File: config.mk
export PLATFORM = sky130hd
export DESIGN_NAME = spi_nor_flash_sequencer_flat
export DESIGN_NICKNAME = d
export VERILOG_FILES = /design/src/rtl/sfs_pkg.sv /design/src/rtl/sfs_if.sv /design/src/rtl/sfs_front.sv /design/src/rtl/sfs_queue.sv /design/src/rtl/sfs_back.sv /design/src/rtl/spi_nor_flash_sequencer.sv /design/src/flat_wrapper.sv
export SDC_FILE = /design/constraint.sdc
export NUM_CORES = 1
export LEC_CHECK = 0
export BUFFER_PORTS_ARGS = -buffer_cell sky130_fd_sc_hd__clkbuf_2
export CAP_MARGIN = 10
export CELL_PAD_IN_SITES_DETAIL_PLACEMENT = 1
export CELL_PAD_IN_SITES_GLOBAL_PLACEMENT = 2
export CORE_MARGIN = 4
export CORE_UTILIZATION = 41
export DETAILED_ROUTE_END_ITERATION = 6
export PLACE_DENSITY_LB_ADDON = 0.1
export SLEW_MARGIN = 20
export SYNTH_ARGS = -nofsm -noshare
export SYNTH_HDL_FRONTEND = slang
export SYNTH_SLANG_ARGS = --single-unit
export TNS_END_PERCENT = 5
File: constraint.sdc
create_clock -name clk -period 6.49 [get_ports clk]
set_input_delay 0.649 -clock clk [delete_from_list [all_inputs] [get_ports clk]]
set_output_delay 0.649 -clock clk [all_outputs]
set_load 0.05 [all_outputs]
File: src/rtl/sfs_pkg.sv
// shared types, codes and the result table of the spi nor flash sequencer
package sfs_pkg;

    // input operation codes
    localparam logic [2:0] OP_READ    = 3'd0;
    localparam logic [2:0] OP_PROGRAM = 3'd1;
    localparam logic [2:0] OP_ERASE   = 3'd2;
    localparam logic [2:0] OP_DATA    = 3'd3;
    localparam logic [2:0] OP_REPLY   = 3'd4;

    // request kinds as kept by the front end
    localparam logic [1:0] REQ_READ    = 2'd0;
    localparam logic [1:0] REQ_PROGRAM = 2'd1;
    localparam logic [1:0] REQ_ERASE   = 2'd2;

    // result kinds
    localparam logic [1:0] KIND_XFER = 2'd0;
    localparam logic [1:0] KIND_READ = 2'd1;
    localparam logic [1:0] KIND_DONE = 2'd2;

    // flash opcodes
    localparam logic [7:0] OPC_READ4 = 8'h13;
    localparam logic [7:0] OPC_PP4   = 8'h02;
    localparam logic [7:0] OPC_SE4   = 8'h20;
    localparam logic [7:0] OPC_WREN  = 8'h06;
    localparam logic [7:0] OPC_EN4B  = 8'hB7;
    localparam logic [7:0] OPC_EX4B  = 8'hE9;
    localparam logic [7:0] OPC_RDSR1 = 8'h05;
    localparam logic [7:0] OPC_RDSR3 = 8'h15;
    localparam logic [7:0] DUMMY     = 8'hFF;

    localparam logic [23:0] POLL_LIMIT_RESET = 24'd2000000;

    // flash geometry, both powers of two
    localparam int PAGE_BYTES   = 256;
    localparam int SECTOR_BYTES = 4096;

    localparam int QUEUE_DEPTH = 4;
    localparam int QPTR_W      = 2;

    // transfer groups queued between front and back end
    typedef enum logic [3:0] {
        CMD_FINISH,
        CMD_READ_START,
        CMD_READ_MORE,
        CMD_READ_DONE,
        CMD_ENTER4,
        CMD_WEL,
        CMD_CLEANUP,
        CMD_POLL,
        CMD_PROGRAM,
        CMD_ERASE,
        CMD_DATA,
        CMD_DATA_POLL
    } cmd_t;

    typedef struct packed {
        cmd_t        code;
        logic [31:0] addr;
        logic [7:0]  data;
        logic        flag;
    } desc_t;

    typedef struct packed {
        logic [1:0] kind;
        logic [7:0] out_byte;
        logic       frame_end;
        logic       want_reply;
        logic       success;
        logic       last;
    } res_t;

    // one result of a queued group at a given step
    function automatic res_t desc_result(desc_t d, logic [2:0] step);
        res_t       r;
        logic [7:0] ab;
        logic [7:0] first;
        logic [7:0] rdsr;
        r      = '0;
        r.kind = KIND_XFER;
        case (step)
            3'd1:    ab = d.addr[31:24];
            3'd2:    ab = d.addr[23:16];
            3'd3:    ab = d.addr[15:8];
            default: ab = d.addr[7:0];
        endcase
        case (d.code)
            CMD_ENTER4:  first = OPC_EN4B;
            CMD_WEL:     first = OPC_WREN;
            CMD_CLEANUP: first = OPC_EX4B;
            CMD_PROGRAM: first = OPC_PP4;
            CMD_ERASE:   first = OPC_SE4;
            default:     first = OPC_READ4;
        endcase
        rdsr = (d.code == CMD_WEL) ? OPC_RDSR1 : OPC_RDSR3;
        case (d.code)
            CMD_FINISH:
            begin
                r.kind    = KIND_DONE;
                r.success = d.flag;
                r.last    = 1'b1;
            end
            CMD_READ_START:
            begin
                if (step == 3'd0)
                begin
                    r.out_byte = OPC_READ4;
                end
                else if (step == 3'd5)
                begin
                    r.out_byte   = DUMMY;
                    r.frame_end  = d.flag;
                    r.want_reply = 1'b1;
                    r.last       = 1'b1;
                end
                else
                begin
                    r.out_byte = ab;
                end
            end
            CMD_READ_MORE, CMD_READ_DONE:
            begin
                if (step == 3'd0)
                begin
                    r.kind     = KIND_READ;
                    r.out_byte = d.data;
                end
                else if (d.code == CMD_READ_MORE)
                begin
                    r.out_byte   = DUMMY;
                    r.frame_end  = d.flag;
                    r.want_reply = 1'b1;
                    r.last       = 1'b1;
                end
                else
                begin
                    r.kind    = KIND_DONE;
                    r.success = 1'b1;
                    r.last    = 1'b1;
                end
            end
            CMD_ENTER4, CMD_WEL, CMD_CLEANUP:
            begin
                if (step == 3'd0)
                begin
                    r.out_byte  = first;
                    r.frame_end = 1'b1;
                end
                else if (step == 3'd1)
                begin
                    r.out_byte = rdsr;
                end
                else
                begin
                    r.out_byte   = DUMMY;
                    r.frame_end  = 1'b1;
                    r.want_reply = 1'b1;
                    r.last       = 1'b1;
                end
            end
            CMD_POLL:
            begin
                if (step == 3'd0)
                begin
                    r.out_byte = OPC_RDSR1;
                end
                else
                begin
                    r.out_byte   = DUMMY;
                    r.frame_end  = 1'b1;
                    r.want_reply = 1'b1;
                    r.last       = 1'b1;
                end
            end
            CMD_PROGRAM, CMD_ERASE:
            begin
                if (step == 3'd0)
                begin
                    r.out_byte = first;
                end
                else
                begin
                    r.out_byte = ab;
                    if (step == 3'd4)
                    begin
                        r.last       = 1'b1;
                        r.frame_end  = (d.code == CMD_ERASE);
                        r.want_reply = (d.code == CMD_ERASE);
                    end
                end
            end
            CMD_DATA:
            begin
                r.out_byte = d.data;
                r.last     = 1'b1;
            end
            CMD_DATA_POLL:
            begin
                if (step == 3'd0)
                begin
                    r.out_byte  = d.data;
                    r.frame_end = 1'b1;
                end
                else if (step == 3'd1)
                begin
                    r.out_byte = OPC_RDSR1;
                end
                else
                begin
                    r.out_byte   = DUMMY;
                    r.frame_end  = 1'b1;
                    r.want_reply = 1'b1;
                    r.last       = 1'b1;
                end
            end
            default:
            begin
                r.last = 1'b1;
            end
        endcase
        return r;
    endfunction

endpackage

File: src/rtl/sfs_if.sv
// channel interfaces of the spi nor flash sequencer
interface sfs_req_if;
    logic        valid;
    logic        ready;
    logic [2:0]  op;
    logic [31:0] address;
    logic [31:0] length;
    logic [7:0]  byte_value;
    modport source (output valid, op, address, length, byte_value, input ready);
    modport sink (input valid, op, address, length, byte_value, output ready);
endinterface

interface sfs_rsp_if;
    logic       valid;
    logic       ready;
    logic [1:0] kind;
    logic [7:0] out_byte;
    logic       frame_end;
    logic       want_reply;
    logic       success;
    logic       last;
    modport source (output valid, kind, out_byte, frame_end, want_reply, success, last,
                    input ready);
    modport sink (input valid, kind, out_byte, frame_end, want_reply, success, last,
                  output ready);
endinterface

interface sfs_cfg_if;
    logic        valid;
    logic        ready;
    logic [23:0] busy_poll_limit;
    modport source (output valid, busy_poll_limit, input ready);
    modport sink (input valid, busy_poll_limit, output ready);
endinterface

File: src/rtl/sfs_front.sv
// front end: takes items, runs the command state machine, queues transfer groups
module sfs_front #(
    parameter longint unsigned CAPACITY_BYTES = 33554432
) (
    input  logic           clk,
    input  logic           rst_n,
    sfs_req_if.sink        req,
    sfs_cfg_if.sink        cfg,
    input  logic           q_ready,
    output logic           push,
    output sfs_pkg::desc_t push_desc
);
    import sfs_pkg::*;

    localparam int PW = $clog2(PAGE_BYTES);
    localparam int SW = $clog2(SECTOR_BYTES);
    localparam logic [PW:0] PAGE_D = (PW + 1)'(PAGE_BYTES);
    localparam logic [32:0] CAP    = 33'(CAPACITY_BYTES);
    localparam logic [32:0] SECT_W = 33'(SECTOR_BYTES);

    typedef enum logic [2:0] {
        PH_IDLE, PH_READ, PH_S3_ENTER, PH_WEL, PH_DATA, PH_ERASE_SENT, PH_POLL, PH_S3_EXIT
    } phase_t;

    phase_t         phase_reg, phase_next;
    logic [1:0]     kind_reg, kind_next;
    logic [31:0]    cur_addr_reg, cur_addr_next;
    logic [31:0]    bytes_left_reg, bytes_left_next;
    logic [PW:0]    page_left_reg, page_left_next;
    logic [23:0]    poll_count_reg, poll_count_next;
    logic           ok_reg, ok_next;
    logic [23:0]    limit_reg;

    logic           item_valid_reg;
    logic [2:0]     item_op_reg;
    logic [31:0]    item_addr_reg;
    logic [31:0]    item_len_reg;
    logic [7:0]     item_byte_reg;

    logic           consume;
    logic           push_c;
    desc_t          desc_c;
    logic           range_len_ok;
    logic           range_sect_ok;
    logic           sect_aligned;
    logic [PW:0]    room;

    assign consume = item_valid_reg && q_ready;

    assign req.ready = !item_valid_reg || consume;
    assign cfg.ready = 1'b1;
    assign push      = consume && push_c;
    assign push_desc = desc_c;

    // range checks against the flash size, offsets from the low address bits
    assign range_len_ok  = (item_len_reg != 32'd0) && ({1'b0, item_addr_reg} < CAP) &&
                           ({1'b0, item_len_reg} <= CAP - {1'b0, item_addr_reg});
    assign range_sect_ok = ({1'b0, item_addr_reg} < CAP) &&
                           (SECT_W <= CAP - {1'b0, item_addr_reg});
    assign sect_aligned  = (item_addr_reg[SW-1:0] == '0);
    assign room = PAGE_D - {1'b0, cur_addr_reg[PW-1:0]};

    // item decode and next state
    always_comb
    begin
        phase_next      = phase_reg;
        kind_next       = kind_reg;
        cur_addr_next   = cur_addr_reg;
        bytes_left_next = bytes_left_reg;
        page_left_next  = page_left_reg;
        poll_count_next = poll_count_reg;
        ok_next         = ok_reg;
        push_c          = 1'b0;
        desc_c          = '0;
        desc_c.code     = CMD_FINISH;
        desc_c.data     = item_byte_reg;
        if (item_op_reg <= OP_ERASE)
        begin
            if (phase_reg == PH_IDLE)
            begin
                kind_next     = item_op_reg[1:0];
                cur_addr_next = item_addr_reg;
                push_c        = 1'b1;
                if (item_op_reg == OP_READ)
                begin
                    if (range_len_ok)
                    begin
                        bytes_left_next = item_len_reg;
                        desc_c.code     = CMD_READ_START;
                        desc_c.addr     = item_addr_reg;
                        desc_c.flag     = (item_len_reg == 32'd1);
                        phase_next      = PH_READ;
                    end
                end
                else if (item_op_reg == OP_PROGRAM)
                begin
                    if (range_len_ok)
                    begin
                        bytes_left_next = item_len_reg;
                        ok_next         = 1'b0;
                        desc_c.code     = CMD_ENTER4;
                        phase_next      = PH_S3_ENTER;
                    end
                end
                else
                begin
                    if (sect_aligned && range_sect_ok)
                    begin
                        bytes_left_next = 32'd0;
                        ok_next         = 1'b0;
                        desc_c.code     = CMD_ENTER4;
                        phase_next      = PH_S3_ENTER;
                    end
                end
            end
        end
        else if (item_op_reg == OP_DATA)
        begin
            if (phase_reg == PH_DATA)
            begin
                push_c          = 1'b1;
                page_left_next  = page_left_reg - 1'b1;
                bytes_left_next = bytes_left_reg - 32'd1;
                cur_addr_next   = cur_addr_reg + 32'd1;
                if (page_left_reg == (PW + 1)'(1))
                begin
                    desc_c.code     = CMD_DATA_POLL;
                    poll_count_next = 24'd1;
                    phase_next      = PH_POLL;
                end
                else
                begin
                    desc_c.code = CMD_DATA;
                end
            end
        end
        else if (item_op_reg == OP_REPLY)
        begin
            case (phase_reg)
                PH_READ:
                begin
                    push_c          = 1'b1;
                    bytes_left_next = bytes_left_reg - 32'd1;
                    if (bytes_left_reg != 32'd1)
                    begin
                        desc_c.code = CMD_READ_MORE;
                        desc_c.flag = (bytes_left_reg == 32'd2);
                    end
                    else
                    begin
                        desc_c.code = CMD_READ_DONE;
                        phase_next  = PH_IDLE;
                    end
                end
                PH_S3_ENTER:
                begin
                    push_c = 1'b1;
                    if (!item_byte_reg[0])
                    begin
                        desc_c.code = CMD_CLEANUP;
                        phase_next  = PH_S3_EXIT;
                    end
                    else
                    begin
                        desc_c.code = CMD_WEL;
                        phase_next  = PH_WEL;
                    end
                end
                PH_WEL:
                begin
                    push_c      = 1'b1;
                    desc_c.addr = cur_addr_reg;
                    if (!item_byte_reg[1])
                    begin
                        desc_c.code = CMD_CLEANUP;
                        phase_next  = PH_S3_EXIT;
                    end
                    else if (kind_reg == REQ_PROGRAM)
                    begin
                        page_left_next = (bytes_left_reg < 32'(room)) ?
                                         bytes_left_reg[PW:0] : room;
                        desc_c.code    = CMD_PROGRAM;
                        phase_next     = PH_DATA;
                    end
                    else
                    begin
                        desc_c.code = CMD_ERASE;
                        phase_next  = PH_ERASE_SENT;
                    end
                end
                PH_ERASE_SENT:
                begin
                    push_c          = 1'b1;
                    poll_count_next = 24'd1;
                    desc_c.code     = CMD_POLL;
                    phase_next      = PH_POLL;
                end
                PH_POLL:
                begin
                    push_c = 1'b1;
                    if (!item_byte_reg[0])
                    begin
                        if ((kind_reg == REQ_PROGRAM) && (bytes_left_reg != 32'd0))
                        begin
                            desc_c.code = CMD_WEL;
                            phase_next  = PH_WEL;
                        end
                        else
                        begin
                            ok_next     = 1'b1;
                            desc_c.code = CMD_CLEANUP;
                            phase_next  = PH_S3_EXIT;
                        end
                    end
                    else if (poll_count_reg >= limit_reg)
                    begin
                        ok_next     = 1'b0;
                        desc_c.code = CMD_CLEANUP;
                        phase_next  = PH_S3_EXIT;
                    end
                    else
                    begin
                        poll_count_next = poll_count_reg + 24'd1;
                        desc_c.code     = CMD_POLL;
                    end
                end
                PH_S3_EXIT:
                begin
                    push_c      = 1'b1;
                    ok_next     = ok_reg && !item_byte_reg[0];
                    desc_c.code = CMD_FINISH;
                    desc_c.flag = ok_reg && !item_byte_reg[0];
                    phase_next  = PH_IDLE;
                end
                default:
                begin
                    push_c = 1'b0;
                end
            endcase
        end
    end

    // state and item register
    always_ff @(posedge clk or negedge rst_n)
    begin
        if (!rst_n)
        begin
            phase_reg      <= PH_IDLE;
            kind_reg       <= '0;
            cur_addr_reg   <= '0;
            bytes_left_reg <= '0;
            page_left_reg  <= '0;
            poll_count_reg <= '0;
            ok_reg         <= 1'b0;
            limit_reg      <= POLL_LIMIT_RESET;
            item_valid_reg <= 1'b0;
            item_op_reg    <= '0;
            item_addr_reg  <= '0;
            item_len_reg   <= '0;
            item_byte_reg  <= '0;
        end
        else
        begin
            if (cfg.valid)
            begin
                limit_reg <= cfg.busy_poll_limit;
            end
            if (consume)
            begin
                phase_reg      <= phase_next;
                kind_reg       <= kind_next;
                cur_addr_reg   <= cur_addr_next;
                bytes_left_reg <= bytes_left_next;
                page_left_reg  <= page_left_next;
                poll_count_reg <= poll_count_next;
                ok_reg         <= ok_next;
            end
            if (req.valid && req.ready)
            begin
                item_valid_reg <= 1'b1;
                item_op_reg    <= req.op;
                item_addr_reg  <= req.address;
                item_len_reg   <= req.length;
                item_byte_reg  <= req.byte_value;
            end
            else if (consume)
            begin
                item_valid_reg <= 1'b0;
            end
        end
    end

endmodule

File: src/rtl/sfs_queue.sv
// short queue of transfer groups between front and back end
module sfs_queue (
    input  logic           clk,
    input  logic           rst_n,
    input  logic           push,
    input  sfs_pkg::desc_t push_desc,
    output logic           q_ready,
    input  logic           pop,
    output logic           q_valid,
    output sfs_pkg::desc_t head
);
    import sfs_pkg::*;

    desc_t             entry_reg [QUEUE_DEPTH];
    logic [QPTR_W-1:0] wr_ptr_reg;
    logic [QPTR_W-1:0] rd_ptr_reg;
    logic [QPTR_W:0]   count_reg;

    assign q_ready = (count_reg != (QPTR_W + 1)'(QUEUE_DEPTH));
    assign q_valid = (count_reg != '0);
    assign head    = entry_reg[rd_ptr_reg];

    // entry storage
    always_ff @(posedge clk)
    begin
        if (push)
        begin
            entry_reg[wr_ptr_reg] <= push_desc;
        end
    end

    // pointers and fill count
    always_ff @(posedge clk or negedge rst_n)
    begin
        if (!rst_n)
        begin
            wr_ptr_reg <= '0;
            rd_ptr_reg <= '0;
            count_reg  <= '0;
        end
        else
        begin
            if (push)
            begin
                wr_ptr_reg <= wr_ptr_reg + 1'b1;
            end
            if (pop)
            begin
                rd_ptr_reg <= rd_ptr_reg + 1'b1;
            end
            if (push && !pop)
            begin
                count_reg <= count_reg + 1'b1;
            end
            else if (pop && !push)
            begin
                count_reg <= count_reg - 1'b1;
            end
        end
    end

endmodule

File: src/rtl/sfs_back.sv
// back end: expands each queued group into results, one per cycle while the receiver is ready
module sfs_back (
    input  logic           clk,
    input  logic           rst_n,
    input  logic           q_valid,
    input  sfs_pkg::desc_t head,
    output logic           pop,
    sfs_rsp_if.source      rsp
);
    import sfs_pkg::*;

    logic [2:0] step_reg;
    res_t       out_reg;
    logic       out_valid_reg;
    res_t       cur;
    logic       load;

    assign cur  = desc_result(head, step_reg);
    assign load = q_valid && (!out_valid_reg || rsp.ready);
    assign pop  = load && cur.last;

    assign rsp.valid      = out_valid_reg;
    assign rsp.kind       = out_reg.kind;
    assign rsp.out_byte   = out_reg.out_byte;
    assign rsp.frame_end  = out_reg.frame_end;
    assign rsp.want_reply = out_reg.want_reply;
    assign rsp.success    = out_reg.success;
    assign rsp.last       = out_reg.last;

    // output register and step counter
    always_ff @(posedge clk or negedge rst_n)
    begin
        if (!rst_n)
        begin
            step_reg      <= '0;
            out_reg       <= '0;
            out_valid_reg <= 1'b0;
        end
        else
        begin
            if (load)
            begin
                out_reg       <= cur;
                out_valid_reg <= 1'b1;
                step_reg      <= cur.last ? 3'd0 : step_reg + 3'd1;
            end
            else if (rsp.ready)
            begin
                out_valid_reg <= 1'b0;
            end
        end
    end

endmodule

File: src/rtl/spi_nor_flash_sequencer.sv
// top level of the spi nor flash command sequencer
//
//  channel  dir  carries
//  req      in   op, address, length, byte_value
//  rsp      out  kind, out_byte, frame_end, want_reply, success, last
//  cfg      in   busy_poll_limit
//
// one item is taken per cycle while the queue has room and is decoded in the cycle
// after its transfer; its results pass through the group queue and the output
// register, one result per cycle while the receiver is ready.
// reset clears all control state; the poll limit resets to 2000000.
// a four-entry queue lets the front end run on while the output is stalled; the input
// stalls only once the queue is full.
module spi_nor_flash_sequencer #(
    parameter longint unsigned CAPACITY_BYTES = 33554432
) (
    input  logic      clk,
    input  logic      rst_n,
    sfs_req_if.sink   req,
    sfs_rsp_if.source rsp,
    sfs_cfg_if.sink   cfg
);
    import sfs_pkg::*;

    logic  push;
    desc_t push_desc;
    logic  q_ready;
    logic  pop;
    logic  q_valid;
    desc_t head;

    // command decode
    sfs_front #(
        .CAPACITY_BYTES (CAPACITY_BYTES)
    ) u_front (
        .clk       (clk),
        .rst_n     (rst_n),
        .req       (req),
        .cfg       (cfg),
        .q_ready   (q_ready),
        .push      (push),
        .push_desc (push_desc)
    );

    // group queue
    sfs_queue u_queue (
        .clk       (clk),
        .rst_n     (rst_n),
        .push      (push),
        .push_desc (push_desc),
        .q_ready   (q_ready),
        .pop       (pop),
        .q_valid   (q_valid),
        .head      (head)
    );

    // result expansion
    sfs_back u_back (
        .clk     (clk),
        .rst_n   (rst_n),
        .q_valid (q_valid),
        .head    (head),
        .pop     (pop),
        .rsp     (rsp)
    );

endmodule

File: src/flat_wrapper.sv
// flat-port wrapper written by rule: the top's interface ports become plain ports
module spi_nor_flash_sequencer_flat import sfs_pkg::*;
#(
    parameter longint unsigned CAPACITY_BYTES = 33554432
)
  (clk, rst_n, req_valid, req_op, req_address, req_length, req_byte_value, req_ready, rsp_valid, rsp_kind, rsp_out_byte, rsp_frame_end, rsp_want_reply, rsp_success, rsp_last, rsp_ready, cfg_valid, cfg_busy_poll_limit, cfg_ready);
  sfs_req_if req_i ();
  sfs_rsp_if rsp_i ();
  sfs_cfg_if cfg_i ();
  input  logic clk;
  input  logic rst_n;
  input wire logic [$bits(req_i.valid)-1:0] req_valid;
  input wire logic [$bits(req_i.op)-1:0] req_op;
  input wire logic [$bits(req_i.address)-1:0] req_address;
  input wire logic [$bits(req_i.length)-1:0] req_length;
  input wire logic [$bits(req_i.byte_value)-1:0] req_byte_value;
  output wire logic [$bits(req_i.ready)-1:0] req_ready;
  output wire logic [$bits(rsp_i.valid)-1:0] rsp_valid;
  output wire logic [$bits(rsp_i.kind)-1:0] rsp_kind;
  output wire logic [$bits(rsp_i.out_byte)-1:0] rsp_out_byte;
  output wire logic [$bits(rsp_i.frame_end)-1:0] rsp_frame_end;
  output wire logic [$bits(rsp_i.want_reply)-1:0] rsp_want_reply;
  output wire logic [$bits(rsp_i.success)-1:0] rsp_success;
  output wire logic [$bits(rsp_i.last)-1:0] rsp_last;
  input wire logic [$bits(rsp_i.ready)-1:0] rsp_ready;
  input wire logic [$bits(cfg_i.valid)-1:0] cfg_valid;
  input wire logic [$bits(cfg_i.busy_poll_limit)-1:0] cfg_busy_poll_limit;
  output wire logic [$bits(cfg_i.ready)-1:0] cfg_ready;
  assign req_i.valid = req_valid;
  assign req_i.op = req_op;
  assign req_i.address = req_address;
  assign req_i.length = req_length;
  assign req_i.byte_value = req_byte_value;
  assign req_ready = req_i.ready;
  assign rsp_valid = rsp_i.valid;
  assign rsp_kind = rsp_i.kind;
  assign rsp_out_byte = rsp_i.out_byte;
  assign rsp_frame_end = rsp_i.frame_end;
  assign rsp_want_reply = rsp_i.want_reply;
  assign rsp_success = rsp_i.success;
  assign rsp_last = rsp_i.last;
  assign rsp_i.ready = rsp_ready;
  assign cfg_i.valid = cfg_valid;
  assign cfg_i.busy_poll_limit = cfg_busy_poll_limit;
  assign cfg_ready = cfg_i.ready;
  spi_nor_flash_sequencer #(.CAPACITY_BYTES(CAPACITY_BYTES)) u_core (.clk(clk), .rst_n(rst_n), .req(req_i), .rsp(rsp_i), .cfg(cfg_i));
endmodule
==> reports/metrics.yaml <==
worst_setup_path:
  crit_chain: "or4_1 -> or3_1 -> o31a_1 -> o21a_1 -> or2_2 -> ha_1 -> nand4_1 -> a211oi_1 -> nor2_1 -> a211o_1 -> o21ai_0 -> nand2_1 -> and3_1 -> buf_4 -> a41oi_1 -> o21ai_0"
  path_class: "flip-flop to flip-flop"
  worst_setup_path_start_kind: "flip-flop"
  cp_data_required_time_ps: 6760
  arrival_ps: 5680
  path_common_cell: "o21ai_0"
  slowest_stage: "or4_1"
  endpoint_kind: "flip-flop"
  critPathMaxFanout: 28
  slowest_delay_ps: 700
synth:
  synth_fa_ha_area_frac: 0.0492
  synth_fp_nets: 2190
  muxShareOfSynthArea: 0.0927
  ys.flop_type: "dfrtp_1"
  yosys-top-cells-count: "dfrtp_1, edfxtp_1, nand2_1"
  yosys.area_share.simple: 0.133
  syn_inst: 2001
  synth.top_cell.area_share: 0.254
  yosys.area.top_type: "dfrtp_1"
  yosysUniqueCellTypes: 78
  yosys_warnings: 0
  yosysSeqAreaShare: 0.511
  synth-edff-count: 180
  synth_most_common_cell: "dfrtp_1"
  synth_compound_area_frac: 0.154
  synth_top_family_by_area: "compound AO/OA/AOI/OAI gates"
  syn-cell-area_mm2: 0.0218
  ys_ff_latch: 408
  synth-xor-area-share: 0.0249
  postSynth.asyncResetShare: 0.559
  syn_area_per_cell_um2: 10.9
  synth_area_leaders: "dfrtp_1, edfxtp_1, ha_1"
floorplan:
  rows: 84
  core_area_mm2: 0.0526
  pin_count: 121
  dieHeight_um: 238
  die-area_mm2: 0.0569
  die_w_um: 238
  initial_core_util: 0.414
sta:
  clock.fmax_ghz: 0.185
  min_period_ps: 5410
  drv_slew: 0
  whs_ps: 71.0
  skew_ps: 27.0
  rsz0062_at_grt: "false"
  fin_crit_sh: 0.834
  relSlewSlack: 0.266
  final_hold_viol_count: 0
  setup_violations: 0
  worstMarginPinSlew_ps: 1100
  fin_setup_tns_ps: 0
power:
  p_per_area_mw_per_mm2: 412
  power_leakage_nw: 9.77
  ir_drop_v: 0.000218
route:
  drt_iter0_drc: 1112
  wl_per_cell_um: 24.2
  dr_total_vias: 16775
  drc: 0
  drt_pass1_iterations: 5
  finalWirelength_um: 67800
  viasPerCell: 5.99
  ant_nets: 0
grt:
  grt_pass1_wl_um: 106000
  grt_pass1_vias: 17547
  grt_start_max_net_pins: 131
  grt.overflow.total: 0
  antenna_found_initial: 0
  grtUsageTotal: 0.237
cts:
  cts_tree: "done"
  cts_setup_buffers: 0
  hold_buffers: 0
  htreeDepth: 2
  clock_latency_ps: 590
  cts_num_sinks: 408
  cts_max_path_buffers: 3
  cts_root_buf: "clkbuf_16"
  numCtsBuffers: 47
  clk_pin_slew_ps: 60
  cts_resized: 0
layout:
  layout-drive-gt1-share: 0.183
  syn2layout_area_growth_pct: 12.9
  diodes: 0
  fin_area_mm2: 0.0246
  largest_reg_flops: 180
  final_nets: 2263
min_path:
  hold_path_class: "input port to asynchronous set/reset pin"
place:
  io_buffer_count: 119
  dp_hpwl_um: 47600
  placed_area_mm2: 0.0230
  gp_congestion: 0.891
run_status:
  status: "complete, no violations"
flow_run:
  drv_cap: 0
## per-stage QoR
stage / worst slack, ps / power, mW / instances / util
finish: 1080 / 10.1 / 2800 / 0.468
global placement: 1240 / 7.43 / 2712 / 0.438
detailed placement: 1160 / 7.52 / 2712 / 0.438
CTS: 1050 / 10.2 / 2799 / 0.467
floorplan: 1840 / 6.20 / 2001 / -
global route: 638 / 10.8 / 2800 / 0.468
## layout make-up
type,instances,area [um2]
fill,5720,28000
sequential,408,11100
multi-input combinational,1391,9900
clock buffer,69,1390
tap,688,861
timing repair buffer,148,848
inverter,78,293
clock inverter,18,169
## critical path, delay by kind of cell, from the launching register on
family,cells,cell delay (ps)
DFF,1,460
AOI/OAI and AO/OA,7,1860
adders and majority gates,1,290
and+or+nand+nor,7,2240
buffers and inverters,1,250
## where the power goes
part	internal [mW]	total (mW)	switching [mW]
Clock	1.57	2.66	1.10
Combinational	1.36	3.56	2.21
Sequential	3.19	3.91	0.718
## layer usage
| metal | up-vias | GRT usage | share of wire |
|---|---|---|---|
| li1 | 7690 | - | - |
| met2 | 399 | 0.392 | 0.48 |
| met1 | 8574 | 0.327 | 0.45 |
| met4 | 0 | 0.0800 | 0.033 |
| met5 | - | 0 | 0 |
| met3 | 112 | 0.0297 | 0.042 |
## kinds of logic after synthesis
group	count (synthesis)
other	1
buffers and inverters	202
flip-flops	408
XOR/XNOR	62
AO/OA/AOI/OAI	525
multiplexers	135
adder cells (fa/ha/maj)	85
AND/OR/NAND/NOR	583
## placed cells by master, fill, tap and decap left out, drive strengths merged, types with 30 or more instances in the layout
master and n:
o21ai 150, ha 84, a21oi 134, inv 80, a22o 38, xor2 41, nor4 32, nor2 108
nand3 59, buf 30, edfxtp 180, mux2 84, clkbuf 187, mux4 45, nand2 163, nand4 33
nor3 56, dfrtp 221
## worst paths after layout
| kind | start | endpoint | slack, ps | cells past startpoint |
|---|---|---|---|---|
| setup / recovery | u_core.u_front.item_addr_reg[0] | u_core.u_queue.entry_reg[3][41] | 1080 | 16 |
| hold / removal | rst_n | u_core.u_front.item_addr_reg[11] | 70 | 1 |
| setup reg to reg | u_core.u_front.item_addr_reg[0] | u_core.u_queue.entry_reg[3][41] | 1080 | 16 |
| hold reg to reg | u_core.u_back.rsp.out_byte[7] | u_core.u_back.rsp.out_byte[7] | 470 | 2 |
| max in group asynchronous | rst_n | u_core.u_front.limit_reg[12] | 5070 | 2 |
| min in group clk | cfg_busy_poll_limit[23] | u_core.u_front.limit_reg[23] | 290 | 3 |
No activity file was read; power rests on OpenSTA's default activity.
